===== config.mk =====
export PLATFORM = sky130hd
export DESIGN_NAME = misaligned_access_emulator
export DESIGN_NICKNAME = d
export VERILOG_FILES = /design/src/rtl/mae_pkg.sv /design/src/rtl/mae_ctrl.sv /design/src/rtl/mae_dp.sv /design/src/rtl/misaligned_access_emulator.sv
export SDC_FILE = /design/constraint.sdc
export NUM_CORES = 1
export LEC_CHECK = 0
export ABC_AREA = 1
export ABC_CLOCK_PERIOD_IN_PS = 12600
export BUFFER_PORTS_ARGS = -buffer_cell sky130_fd_sc_hd__buf_2
export CORE_ASPECT_RATIO = 1.4
export CORE_MARGIN = 1.5
export CORE_UTILIZATION = 50
export CTS_BUF_LIST = sky130_fd_sc_hd__clkbuf_4 sky130_fd_sc_hd__clkbuf_8 sky130_fd_sc_hd__clkbuf_16
export DETAILED_ROUTE_END_ITERATION = 6
export PLACE_DENSITY = 0.68
export SETUP_SLACK_MARGIN = 0.15
export SYNTH_ARGS = -nofsm -noshare
export SYNTH_HDL_FRONTEND = slang
export SYNTH_SLANG_ARGS = --single-unit
export TNS_END_PERCENT = 20

===== constraint.sdc =====
create_clock -name clk -period 12.6 [get_ports clk]
set_clock_uncertainty 0.1 [all_clocks]
set_input_delay 1.26 -clock clk [delete_from_list [all_inputs] [get_ports clk]]
set_output_delay 1.26 -clock clk [all_outputs]
set_load 0.02 [all_outputs]

===== src/rtl/mae_pkg.sv =====
package mae_pkg;

	localparam int XLEN_DEF = 64;

	// input function codes
	localparam logic [1:0] FN_START = 2'd0;
	localparam logic [1:0] FN_REG   = 2'd1;
	localparam logic [1:0] FN_MEM   = 2'd2;

	// result kinds
	localparam logic [2:0] KIND_RD    = 3'd0;
	localparam logic [2:0] KIND_WR    = 3'd1;
	localparam logic [2:0] KIND_RREQ  = 3'd2;
	localparam logic [2:0] KIND_RWR   = 3'd3;
	localparam logic [2:0] KIND_REDIR = 3'd4;

	// narrow-XLEN behavior of a table row
	localparam logic [1:0] NAR_NONE = 2'd0;
	localparam logic [1:0] NAR_FLW  = 2'd1;
	localparam logic [1:0] NAR_GONE = 2'd2;

	localparam logic [15:0] SEL_C = 16'he003;
	localparam logic [15:0] SEL_W = 16'h707f;
	localparam logic [31:0] LONG_MASK = 32'h0000001c;

	typedef struct packed {
		logic [1:0]  func;
		logic [31:0] insn_word;
		logic [63:0] fault_addr;
		logic [63:0] reg_value;
		logic [7:0]  mem_byte;
	} in_item_t;

	typedef struct packed {
		logic [2:0]  kind;
		logic [63:0] address;
		logic [63:0] data;
		logic [4:0]  reg_index;
		logic        reg_is_fp;
		logic [3:0]  access_bytes;
		logic        last;
	} out_item_t;

	typedef struct packed {
		logic [15:0] code;
		logic [15:0] sel;
		logic [4:0]  shift;
		logic [4:0]  fmask;
		logic [3:0]  add;
		logic        fp;
		logic        ld;
		logic [3:0]  bytes;
		logic        sx;
		logic [1:0]  narrow;
	} op_row_t;

	typedef struct packed {
		logic       hit;
		logic       is_load;
		logic       is_fp;
		logic       sx;
		logic [3:0] width;
		logic [4:0] rnum;
	} dec_t;

	// controller -> datapath
	typedef struct packed {
		logic start;
		logic reg_cap;
		logic mem_cap;
		logic store_emit;
	} cmd_t;

	// datapath -> controller
	typedef struct packed {
		logic [1:0] func;
		logic       hit;
		logic       is_load;
		logic       gather_done;
		logic       store_last;
	} stat_t;

	localparam int NOPS = 27;

	localparam op_row_t OPS [NOPS] = '{
		'{16'h2000, SEL_C, 5'd2,  5'd7,  4'd8, 1'b1, 1'b1, 4'd8, 1'b0, NAR_NONE},
		'{16'h4000, SEL_C, 5'd2,  5'd7,  4'd8, 1'b0, 1'b1, 4'd4, 1'b1, NAR_NONE},
		'{16'h6000, SEL_C, 5'd2,  5'd7,  4'd8, 1'b0, 1'b1, 4'd8, 1'b1, NAR_FLW},
		'{16'ha000, SEL_C, 5'd2,  5'd7,  4'd8, 1'b1, 1'b0, 4'd8, 1'b0, NAR_NONE},
		'{16'hc000, SEL_C, 5'd2,  5'd7,  4'd8, 1'b0, 1'b0, 4'd4, 1'b0, NAR_NONE},
		'{16'he000, SEL_C, 5'd2,  5'd7,  4'd8, 1'b0, 1'b0, 4'd8, 1'b0, NAR_FLW},
		'{16'h2002, SEL_C, 5'd7,  5'd31, 4'd0, 1'b1, 1'b1, 4'd8, 1'b0, NAR_NONE},
		'{16'h4002, SEL_C, 5'd7,  5'd31, 4'd0, 1'b0, 1'b1, 4'd4, 1'b1, NAR_NONE},
		'{16'h6002, SEL_C, 5'd7,  5'd31, 4'd0, 1'b0, 1'b1, 4'd8, 1'b1, NAR_FLW},
		'{16'ha002, SEL_C, 5'd2,  5'd31, 4'd0, 1'b1, 1'b0, 4'd8, 1'b0, NAR_NONE},
		'{16'hc002, SEL_C, 5'd2,  5'd31, 4'd0, 1'b0, 1'b0, 4'd4, 1'b0, NAR_NONE},
		'{16'he002, SEL_C, 5'd2,  5'd31, 4'd0, 1'b0, 1'b0, 4'd8, 1'b0, NAR_FLW},
		'{16'h0003, SEL_W, 5'd7,  5'd31, 4'd0, 1'b0, 1'b1, 4'd1, 1'b1, NAR_NONE},
		'{16'h1003, SEL_W, 5'd7,  5'd31, 4'd0, 1'b0, 1'b1, 4'd2, 1'b1, NAR_NONE},
		'{16'h2003, SEL_W, 5'd7,  5'd31, 4'd0, 1'b0, 1'b1, 4'd4, 1'b1, NAR_NONE},
		'{16'h3003, SEL_W, 5'd7,  5'd31, 4'd0, 1'b0, 1'b1, 4'd8, 1'b1, NAR_GONE},
		'{16'h4003, SEL_W, 5'd7,  5'd31, 4'd0, 1'b0, 1'b1, 4'd1, 1'b0, NAR_NONE},
		'{16'h5003, SEL_W, 5'd7,  5'd31, 4'd0, 1'b0, 1'b1, 4'd2, 1'b0, NAR_NONE},
		'{16'h6003, SEL_W, 5'd7,  5'd31, 4'd0, 1'b0, 1'b1, 4'd4, 1'b0, NAR_NONE},
		'{16'h0023, SEL_W, 5'd20, 5'd31, 4'd0, 1'b0, 1'b0, 4'd1, 1'b0, NAR_NONE},
		'{16'h1023, SEL_W, 5'd20, 5'd31, 4'd0, 1'b0, 1'b0, 4'd2, 1'b0, NAR_NONE},
		'{16'h2023, SEL_W, 5'd20, 5'd31, 4'd0, 1'b0, 1'b0, 4'd4, 1'b0, NAR_NONE},
		'{16'h3023, SEL_W, 5'd20, 5'd31, 4'd0, 1'b0, 1'b0, 4'd8, 1'b0, NAR_GONE},
		'{16'h2007, SEL_W, 5'd7,  5'd31, 4'd0, 1'b1, 1'b1, 4'd4, 1'b0, NAR_NONE},
		'{16'h3007, SEL_W, 5'd7,  5'd31, 4'd0, 1'b1, 1'b1, 4'd8, 1'b0, NAR_NONE},
		'{16'h2027, SEL_W, 5'd20, 5'd31, 4'd0, 1'b1, 1'b0, 4'd4, 1'b0, NAR_NONE},
		'{16'h3027, SEL_W, 5'd20, 5'd31, 4'd0, 1'b1, 1'b0, 4'd8, 1'b0, NAR_NONE}
	};

	// match an instruction against the table; narrow selects the rules for XLEN below 64
	function automatic dec_t decode(input logic [31:0] insn, input logic narrow);
		dec_t d;
		op_row_t row;
		logic found;
		logic [4:0] shifted;
		d = '0;
		row = '0;
		found = 1'b0;
		for (int i = 0; i < NOPS; i++) begin
			if (!found && ((insn & {16'h0000, OPS[i].sel}) == {16'h0000, OPS[i].code})) begin
				found = 1'b1;
				row = OPS[i];
			end
		end
		if (found && narrow && row.narrow == NAR_GONE)
			found = 1'b0;
		shifted = 5'(insn >> row.shift);
		d.hit = found;
		d.is_load = row.ld;
		d.is_fp = row.fp;
		d.sx = row.sx;
		d.width = row.bytes;
		d.rnum = (shifted & row.fmask) + {1'b0, row.add};
		if (narrow && row.narrow == NAR_FLW) begin
			d.is_fp = 1'b1;
			d.width = 4'd4;
			d.sx = 1'b0;
		end
		return d;
	endfunction

endpackage


===== src/rtl/mae_ctrl.sv =====
module mae_ctrl (
	input  logic               clk,
	input  logic               arst_n,
	input  logic               item_valid,
	output logic               item_stall,
	output logic               result_valid,
	input  logic               result_stall,
	output mae_pkg::cmd_t      cmd,
	input  mae_pkg::stat_t     st
);

	localparam logic [1:0] ST_IDLE = 2'd0;
	localparam logic [1:0] ST_WREG = 2'd1;
	localparam logic [1:0] ST_WMEM = 2'd2;
	localparam logic [1:0] ST_STOR = 2'd3;

	logic [1:0] state_q;
	logic [1:0] state_nx;
	logic       out_valid_q;
	logic       adv;
	logic       acc;
	logic       load_out;

	// output register free, or emptied this cycle
	assign adv = !out_valid_q || !result_stall;
	assign item_stall = !(adv && state_q != ST_STOR);
	assign acc = item_valid && !item_stall;

	assign cmd.start      = acc && st.func == mae_pkg::FN_START;
	assign cmd.reg_cap    = acc && st.func == mae_pkg::FN_REG && state_q == ST_WREG;
	assign cmd.mem_cap    = acc && st.func == mae_pkg::FN_MEM && state_q == ST_WMEM;
	assign cmd.store_emit = state_q == ST_STOR && adv;

	assign load_out = cmd.start || cmd.mem_cap || cmd.store_emit;
	assign result_valid = out_valid_q;

	always_comb begin
		state_nx = state_q;
		case (state_q)
			ST_IDLE, ST_WREG, ST_WMEM: begin
				if (cmd.start) begin
					if (!st.hit)
						state_nx = ST_IDLE;
					else if (st.is_load)
						state_nx = ST_WMEM;
					else
						state_nx = ST_WREG;
				end else if (cmd.reg_cap) begin
					state_nx = ST_STOR;
				end else if (cmd.mem_cap && st.gather_done) begin
					state_nx = ST_IDLE;
				end
			end
			ST_STOR: begin
				if (cmd.store_emit && st.store_last)
					state_nx = ST_IDLE;
			end
			default: state_nx = ST_IDLE;
		endcase
	end

	always_ff @(posedge clk or negedge arst_n) begin
		if (!arst_n) begin
			state_q <= ST_IDLE;
			out_valid_q <= 1'b0;
		end else begin
			state_q <= state_nx;
			if (load_out)
				out_valid_q <= 1'b1;
			else if (!result_stall)
				out_valid_q <= 1'b0;
		end
	end

	a_no_overwrite: assert property (@(posedge clk) disable iff (!arst_n)
		out_valid_q && result_stall |-> !load_out)
		else $error("result overwritten while stalled");

	a_store_run_closed: assert property (@(posedge clk) disable iff (!arst_n)
		state_q == ST_STOR |-> !acc)
		else $error("item taken during store run");

	a_store_end: assert property (@(posedge clk) disable iff (!arst_n)
		cmd.store_emit && st.store_last |=> state_q == ST_IDLE && out_valid_q)
		else $error("store run did not close");

	a_load_start: assert property (@(posedge clk) disable iff (!arst_n)
		cmd.start && st.hit && st.is_load |=> state_q == ST_WMEM && out_valid_q)
		else $error("load start did not enter byte wait");

endmodule


===== src/rtl/mae_dp.sv =====
module mae_dp #(
	parameter int XLEN = mae_pkg::XLEN_DEF
) (
	input  logic                clk,
	input  mae_pkg::in_item_t   item,
	input  mae_pkg::cmd_t       cmd,
	output mae_pkg::stat_t      st,
	output mae_pkg::out_item_t  result
);

	localparam logic [63:0] XMASK = {64{1'b1}} >> (64 - XLEN);
	localparam logic NARROW = XLEN < 64;

	logic        fp_q;
	logic        sx_q;
	logic [3:0]  width_q;
	logic [4:0]  reg_q;
	logic [63:0] base_q;
	logic [3:0]  cnt_q;
	logic [63:0] gather_q;
	logic [63:0] sdata_q;
	mae_pkg::out_item_t out_q;

	logic [31:0] insn;
	logic        long_enc;
	mae_pkg::dec_t dec;
	logic [3:0]  w_eff;
	logic [3:0]  seen_nx;
	logic [63:0] gath_nx;
	logic [63:0] ext;
	logic [63:0] ld_val;
	logic [7:0]  sbyte_sh;
	logic [63:0] st_addr;
	logic [63:0] rd_addr;

	assign insn = (item.insn_word[1:0] == 2'b11) ? item.insn_word
		: {16'h0000, item.insn_word[15:0]};
	assign long_enc = item.insn_word[1:0] == 2'b11
		&& (item.insn_word & mae_pkg::LONG_MASK) == mae_pkg::LONG_MASK;
	assign dec = mae_pkg::decode(insn, NARROW);

	assign w_eff = (width_q == 4'd0 || width_q > 4'd8) ? 4'd1 : width_q;
	assign seen_nx = cnt_q + 4'd1;
	assign gath_nx = gather_q | ({56'h0, item.mem_byte} << {cnt_q[2:0], 3'b000});
	assign sbyte_sh = 8'(sdata_q >> {cnt_q[2:0], 3'b000});
	assign st_addr = (base_q + {60'h0, cnt_q}) & XMASK;
	assign rd_addr = (base_q + {60'h0, seen_nx}) & XMASK;

	always_comb begin
		ext = 64'h0;
		case (width_q)
			4'd1: if (sx_q && gath_nx[7])  ext = 64'hffff_ffff_ffff_ff00;
			4'd2: if (sx_q && gath_nx[15]) ext = 64'hffff_ffff_ffff_0000;
			4'd4: if (sx_q && gath_nx[31]) ext = 64'hffff_ffff_0000_0000;
			default: ext = 64'h0;
		endcase
		ld_val = gath_nx | ext;
		if (!fp_q)
			ld_val = ld_val & XMASK;
	end

	assign st.func = item.func;
	assign st.hit = dec.hit && !long_enc;
	assign st.is_load = dec.is_load;
	assign st.gather_done = !(seen_nx < width_q);
	assign st.store_last = seen_nx == w_eff;

	always_ff @(posedge clk) begin
		if (cmd.start) begin
			if (st.hit) begin
				fp_q <= dec.is_fp;
				sx_q <= dec.sx;
				width_q <= dec.width;
				reg_q <= dec.rnum;
				base_q <= item.fault_addr & XMASK;
				cnt_q <= 4'd0;
				gather_q <= 64'h0;
				out_q.kind <= dec.is_load ? mae_pkg::KIND_RD : mae_pkg::KIND_RREQ;
				out_q.address <= dec.is_load ? (item.fault_addr & XMASK) : 64'h0;
				out_q.data <= 64'h0;
				out_q.reg_index <= dec.is_load ? 5'd0 : dec.rnum;
				out_q.reg_is_fp <= dec.is_load ? 1'b0 : dec.is_fp;
				out_q.access_bytes <= dec.width;
				out_q.last <= 1'b1;
			end else begin
				out_q.kind <= mae_pkg::KIND_REDIR;
				out_q.address <= item.fault_addr;
				out_q.data <= {32'h0, insn};
				out_q.reg_index <= 5'd0;
				out_q.reg_is_fp <= 1'b0;
				out_q.access_bytes <= 4'd1;
				out_q.last <= 1'b1;
			end
		end else if (cmd.reg_cap) begin
			sdata_q <= item.reg_value;
			cnt_q <= 4'd0;
		end else if (cmd.store_emit) begin
			cnt_q <= seen_nx;
			out_q.kind <= mae_pkg::KIND_WR;
			out_q.address <= st_addr;
			out_q.data <= {56'h0, sbyte_sh};
			out_q.reg_index <= 5'd0;
			out_q.reg_is_fp <= 1'b0;
			out_q.access_bytes <= w_eff;
			out_q.last <= st.store_last;
		end else if (cmd.mem_cap) begin
			gather_q <= gath_nx;
			cnt_q <= seen_nx;
			out_q.access_bytes <= width_q;
			out_q.last <= 1'b1;
			if (!st.gather_done) begin
				out_q.kind <= mae_pkg::KIND_RD;
				out_q.address <= rd_addr;
				out_q.data <= 64'h0;
				out_q.reg_index <= 5'd0;
				out_q.reg_is_fp <= 1'b0;
			end else begin
				out_q.kind <= mae_pkg::KIND_RWR;
				out_q.address <= 64'h0;
				out_q.data <= ld_val;
				out_q.reg_index <= reg_q;
				out_q.reg_is_fp <= fp_q;
			end
		end
	end

	assign result = out_q;

endmodule


===== src/rtl/misaligned_access_emulator.sv =====
// Misaligned load/store emulator for a trapped RV64 (or narrower XLEN) access.
// Send a start item with the faulting instruction word and data address; the
// block decodes the compressed, integer and FP load/store forms and answers
// with one result item per request. A load asks for one byte read at a time:
// return each byte as a memory byte reply, and after the last one the block
// gives the gathered, sign- or zero-extended register write. A store asks for
// the source register; after the register reply it emits one byte write per
// access byte, the final one marked last. An unknown word gives a redirect.
// Rate: a start item or reply is taken whenever the single result register is
// free or being drained outside a store run, so a load runs at one byte per
// reply cycle. A store captures the register value, then emits one byte write
// per cycle (1 to 8) while the result is not stalled, taking no item. Replies
// that do not fit the current wait are taken and dropped without a result.
module misaligned_access_emulator #(
	parameter int XLEN = mae_pkg::XLEN_DEF
) (
	input  logic                clk,
	input  logic                arst_n,
	input  logic                item_valid,
	output logic                item_stall,
	input  mae_pkg::in_item_t   item,
	output logic                result_valid,
	input  logic                result_stall,
	output mae_pkg::out_item_t  result
);

	mae_pkg::cmd_t  cmd;
	mae_pkg::stat_t st;

	// sequence the access: phase, handshakes, result register occupancy
	mae_ctrl u_ctrl (
		.clk          (clk),
		.arst_n       (arst_n),
		.item_valid   (item_valid),
		.item_stall   (item_stall),
		.result_valid (result_valid),
		.result_stall (result_stall),
		.cmd          (cmd),
		.st           (st)
	);

	// decode, hold the pending access, gather bytes, build each result
	mae_dp #(
		.XLEN (XLEN)
	) u_dp (
		.clk    (clk),
		.item   (item),
		.cmd    (cmd),
		.st     (st),
		.result (result)
	);

endmodule

==> metrics.cfg, run 1 <==
[layout]
register_area_mm2=0.0106
area_growth_syn_to_layout_pct=16.9
multi_input_area_mm2=0.00707
drive_gt1_share_pct=17.9
fillers=3404
fin_nets=2666

[routing]
dr.pass1.iters=6
drc=0
dr_total_vias=17084
drtIter0Drc=1304
wl_per_cell_um=22.5
drt.antenna.violating_nets=0
drt_wl_total_mm=67.1
routed_via_density=5.74

[critical_path]
start_kind=flop
cp.required_ps=12890
crit_path_max_incr_delay_ps=930
critPathArrivalTime_ps=5400
criticalPathCategory=reg -> reg
crit_path_cell_trace=buf_4, nand3_1, xnor2_1, ha_1, nand3b_1, nand2_1, inv_1, nor2_1, nand2_1, buf_4, inv_1, o21ai_0, o21ai_0
endpoint_kind=flop
crit_fanout=30
r2r_cells=13
cp_slowest_cell=edfxtp_1

[floorplanning]
ioPinCount=318
core_area_mm2=0.0376
die_area_mm2=0.0395
fp.dieH_um=235
std_cell_rows=84
die_w_um=168
start_util_pct=50.9

[global_routing]
grt_max_degree=120
grt.total_usage_pct=33.7
gr-total-overflow=0
grt_pass1_vias=16940
antenna_found_initial=3
grt_pass1_wl_mm=99.3

[logic_synthesis]
netlist_instances=2185
synth_common_cells=nand2_1 (381), edfxtp_1 (349), inv_1 (328), nor2_1 (213), o21ai_0 (212)
synth_edf_count=349
ys_warn_count=0
synth_area_leaders=edfxtp_1 (55%), nand2_1 (7.5%), inv_1 (6.4%), o21ai_0 (5.5%), nor2_1 (4.2%)
avgSynthCellArea_um2=8.77
syn_area_mm2=0.0192
ys_ff_latch=352
yosysUniqueCellTypes=48
synth_ff_type=edfxtp_1
async_flop_share_pct=0.852
synth_top_area_cell=edfxtp_1
synth_fp_nets=2374
yosysMostFrequentCell=nand2_1
yosysSeqAreaShare_pct=55.1
synth_top_area_share_pct=54.7

[power]
power_leakage_nw=9.10
power.total_mw=4.25
power_density_mw_per_mm2=190
vdd_drop_max_v=0.000133

[clock_network]
cts_setup_buffers=0
numCtsBuffers=37
cts-hold-fix-buffers=0
cts_sinks=352
cts_buffer_depth=3
clkLatencyLatePin_ps=560
clkTransAtPathRegs_ps=70
root_buffer=clkbuf_16
cts_tree=built
ctsResizeCount=0
htreeDepth=2

[sta]
max_freq_ghz=0.196
rsz0062_at_grt=no
setup-violations-final=0
min_period_over_period_pct=40.6
whs_ps=407
finalCriticalPeriod_ps=5110
max-slew-margin-rel_pct=22.3
hold_viol=0
fin_tns_setup_ps=0
slew_viol_final=0
tightest_slew_ps=1160

[hold_path]
hold_path_class=in -> async

[place]
gp_congestion=0.985
portBuffers=317
dp_hpwl_mm=50.1

[status]
status=finished, final reports clean

[flow_run]
maxCapViolations=0

-- state kept, by name, indices dropped and copies added, names as in the netlist --
signal / cells
u_dp.sdata_q: 64
u_dp.sx_q: 1
u_dp.cnt_q: 4
u_dp.fp_q: 1
u_dp.result: 142
u_dp.gather_q: 64
u_ctrl.result_valid: 1
u_dp.width_q: 4
u_dp.reg_q: 5
u_dp.base_q: 64
u_ctrl.state_q: 2
-- path summary, 6_finish.rpt --
| path | start | end | slack (ps) |
|---|---|---|---|
| min reg2reg | u_dp.reg_q[3] | u_dp.result[9] | 420 |
| max reg2reg | u_dp.cnt_q[2] | u_dp.result[21] | 7490 |
| min in group clk | u_dp.reg_q[3] | u_dp.result[9] | 420 |
| max in group asynchronous | arst_n | u_ctrl.result_valid | 11830 |
| min | arst_n | u_ctrl.state_q[1] | 410 |
| max | u_dp.cnt_q[2] | u_dp.result[21] | 7490 |
-- kinds of logic (layout without fill, tap and decap cells) --
group | Yosys count | after routing | synth area share, %
fa+ha+maj | 15 | 15 | 1.06
other cells | 0 | 1 | 0
flops | 352 | 352 | 55.1
simple gates | 940 | 940 | 21.6
compound gates | 415 | 415 | 11.9
xor+xnor | 43 | 43 | 1.97
buf+inv | 420 | 739 | 8.40
-- final cells by class --
type	instances	share of cell area [%]
Timing Repair Buffer	338	7.84
Clock inverter	24	0.933
Clock buffer	42	4.30
Antenna cell	1	0.0112
Multi-Input combinational cell	1413	31.5
Tap cell	473	2.64
Inverter	335	5.61
Sequential cell	352	47.1
-- cell usage in the layout, fill, tap and decap left out, types with 6 or more instances in the layout --
master / n
a21oi_1: 126
a31oi_1: 10
buf_2: 317
buf_4: 20
clkbuf_16: 37
clkinv_1: 8
clkinv_2: 6
edfxtp_1: 349
ha_1: 13
inv_1: 326
inv_2: 7
nand2_1: 380
nand3_1: 147
nand4_1: 45
nor2_1: 212
nor2_2: 6
nor3_1: 88
nor4_1: 19
o211ai_1: 8
o21ai_0: 212
o21bai_1: 8
o221ai_1: 16
o22ai_1: 13
or2_2: 18
xnor2_1: 9
xor2_1: 34
-- layer usage --
metal | track usage [%] | wire, um | part of all wire, %
met4 | 23.5 | 5230 | 7.8
met2 | 62.0 | 35300 | 53
met1 | 35.5 | 23200 | 35
met5 | 0 | 23 | 0.034
met3 | 3.94 | 3350 | 5.0
-- where the power goes --
part	switching, mW	leakage, nW	internal [mW]
clock	0.475	0.568	0.597
sequential	0.0952	3.26	1.63
combinational	1.05	5.26	0.403
-- metrics by stage --
step	cells	instance area (um2)	util, %	setup slack (ps)
finish	2978	22400	59.5	7490
detailed placement	2911	21200	56.4	7490
global placement	2911	21200	56.4	7620
global route	2978	22400	59.5	7020
floorplan	2185	19200	-	2710
CTS	2977	22400	59.5	7480
-- worst max-delay path, delay by kind of cell (launching register included) --
| family | cells | cell delay [ps] |
|---|---|---|
| simple gates | 5 | 1430 |
| compound gates | 2 | 330 |
| xor+xnor | 1 | 390 |
| buf+inv | 4 | 1520 |
| fa+ha+maj | 1 | 200 |
| flops | 1 | 930 |
Power figures use the tool's default switching activity.
==> run 2: changes to the inputs <==
ABC_CLOCK_PERIOD_IN_PS = 5100   (was 12600)
clock period = 5.1 ns   (was 12.6 ns; I/O delays follow)
==> run 2 against run 1 <==
Global-route usage increased by 0.35 points. Design area increased by 0.63%. Sequential share of layout area decreased by 0.30 points. First-iteration DRC count increased by 30%. Register-to-register slack got worse by 6500 ps. Combinational power increased to 2.6 times the previous value. Count of clock-buffer cells in the layout decreased by 4.
==> metrics.cfg, run 2 (synthesized netlist as in run 1, its figures left out) <==
[status]
status=finished, final reports clean

[critical_path]
crit_fanout=62  ; +110%
criticalPathCategory=reg -> reg
critical_path_buf_inv_count=5  ; +1
critical-path-top-delay-family=simple AND/OR/NAND/NOR gates
endpoint_kind=flop
critPathArrivalTime_ps=4340  ; -1060 ps
r2r_cells=17  ; +4
cp_slowest_cell=nor2_1
crit_path_cell_trace=buf_4, nand3_1, xnor2_1, ha_1, nand2_1, a21oi_2, buf_4, inv_1, nor2_1, inv_1, nor2_1, buf_4, nand2_1, nor2_1, nand3_1, a32oi_1, nand2_1
crit_path_max_incr_delay_ps=570  ; -360 ps
start_kind=flop
path_depth=17  ; +4
cp.required_ps=5310  ; -7580 ps

[floorplanning]
ioPinCount=318  ; unchanged
std_cell_rows=84  ; unchanged
start_util_pct=50.9  ; unchanged
die_w_um=168  ; unchanged
fp.dieH_um=235  ; unchanged
die_area_mm2=0.0395  ; unchanged
core_area_mm2=0.0376  ; unchanged

[power]
seqPwrFrac_pct=39.5  ; -1.0 points
power_frac_comb_pct=35.2  ; +0.9 points
p_switching_mw=4.07  ; +150%
p_int_mw=6.57  ; +150%
power_leakage_nw=9.20  ; +1.2%
vdd_drop_max_v=0.000340  ; +150%
clkPwrFrac_pct=25.4  ; about the same
power_density_mw_per_mm2=472  ; +150%
switching_share_pct=38.3  ; +0.068 points

[clock_network]
htreeDepth=2  ; unchanged
numCtsBuffers=36  ; -2.7%
clkLatencyLatePin_ps=560  ; about the same
root_buffer=clkbuf_16
cts_sinks=352  ; unchanged
ctsResizeCount=0  ; unchanged
cts_buffer_depth=3  ; unchanged
cts_tree=built
clkTransAtPathRegs_ps=70  ; about the same

[hold_path]
hold_depth=1
hold_path_class=in -> reg

[global_routing]
gr-total-overflow=0  ; unchanged
grt_max_degree=76  ; -37%
grt_pass1_wl_mm=101  ; +1.6%
grt.total_usage_pct=34.0  ; +0.35 points
antenna_found_initial=4  ; +1
grt_pass1_vias=17165  ; +1.3%

[layout]
area_growth_syn_to_layout_pct=17.6
largest_register_ffs=142  ; unchanged
drive_gt1_share_pct=18.2  ; +0.38 points
layout_common_cells=nand2_1 (380), edfxtp_1 (349), inv_1 (327)
fin_cells=2995  ; +0.57%
fin_nets=2681  ; +0.56%
final_common_cell=nand2_1

[sta]
max-slew-margin-rel_pct=35.9  ; +14 points
setup_ws_ps=970  ; -6520 ps
whs_ps=27.4  ; -380 ps
rsz0062_at_grt=no
setup-violations-final=0  ; unchanged
hold_viol=0  ; unchanged
finalCriticalPeriod_ps=4130  ; -981 ps
tightest_slew_ps=961  ; -195 ps
max_freq_ghz=0.242  ; +24%
min_period_over_period_pct=81.0  ; +40 points
slew_viol_final=0  ; unchanged
fin_tns_setup_ps=0  ; unchanged

[routing]
dr_total_vias=17402  ; +1.9%
drtIter0Drc=1693  ; +30%
drt_wl_total_mm=68.0  ; +1.2%
routed_via_density=5.81  ; +1.3%
drt.antenna.violating_nets=0  ; unchanged
dr.pass1.iters=6  ; unchanged
drc=0  ; unchanged
wl_per_cell_um=22.7  ; +0.66%

[place]
dp_hpwl_mm=51.1  ; +1.9%
dp_slack_ps=1020  ; -6480 ps
dpl.cell_count=2926  ; +0.52%
gp_congestion=0.972  ; -1.3%
portBuffers=317  ; unchanged

[flow_run]
maxCapViolations=0  ; unchanged

[run 2: cell count changes in the layout (fill, tap and decap cells not counted), sizes merged]
| cell | before | now |
|---|---|---|
| buf | 338 | 353 |
| clkinv | 16 | 21 |
| clkbuf | 42 | 38 |
| clkinvlp | 5 | 1 |
| diode | 1 | 4 |
| bufinv | 2 | 4 |
| dlygate4sd3 | 0 | 1 |
| inv | 336 | 335 |
[run 2: worst paths after layout]
path | from | endpoint | slack (ps)
max in group asynchronous | arst_n | u_ctrl.result_valid | 4560
worst min register to register | u_dp.reg_q[3] | u_dp.result[9] | 420
worst max-delay path | u_dp.cnt_q[0] | u_dp.result[104] | 970
worst min-delay path | item[30] | u_dp.sdata_q[22] | 30
worst max register to register | u_dp.cnt_q[0] | u_dp.result[104] | 970
min in group asynchronous | arst_n | u_ctrl.state_q[1] | 230
[run 2: what timing repair did]
item,CTS,global route
hold buffers,1,0
buffers inserted,0,0
endpoints found under the hold margin,3,0
[run 2: power by group through the flow]
stage               logic (mW)  registers [mW]  clock network (mW)
global placement          3.66            4.25                   0
global route              4.03            4.23                2.82
finish                    3.74            4.20                2.70
detailed placement        3.70            4.25                   0
CTS                       3.72            4.20                2.73
floorplan                 1.80            4.73                   0
[run 2: cell type report]
| type | count | area (um2) |
|---|---|---|
| Timing Repair Buffer | 354 | 1880 |
| Sequential cell | 352 | 10600 |
| Inverter | 335 | 1260 |
| Clock buffer | 38 | 916 |
| Clock inverter | 26 | 268 |
| Fill cell | 3346 | 15100 |
| Multi-Input combinational cell | 1413 | 7070 |
| Antenna cell | 4 | 10.0 |
| Tap cell | 473 | 592 |
[run 2: metrics by stage]
| stage | instance area, um2 | utilization [%] | power [mW] |
|---|---|---|---|
| 5_1_grt | 22500 | 59.9 | 11.1 |
| 2_1_floorplan | 19200 | - | 6.53 |
| 3_5_place_dp | 21300 | 56.7 | 7.95 |
| 6_report | 22500 | 59.9 | 10.6 |
| 3_3_place_gp | 21300 | 56.7 | 7.90 |
| 4_1_cts | 22500 | 59.9 | 10.6 |
[run 2: routing by layer]
metal / up-vias / track usage, % / routed length [um] / share of wire (%)
li1: 8096 / - / - / -
met1: 8225 / 36.5 / 23000 / 34
met2: 858 / 61.7 / 35200 / 52
met3: 223 / 3.72 / 4150 / 6.1
met4: 0 / 24.8 / 5600 / 8.2
met5: - / 0 / 0 / 0
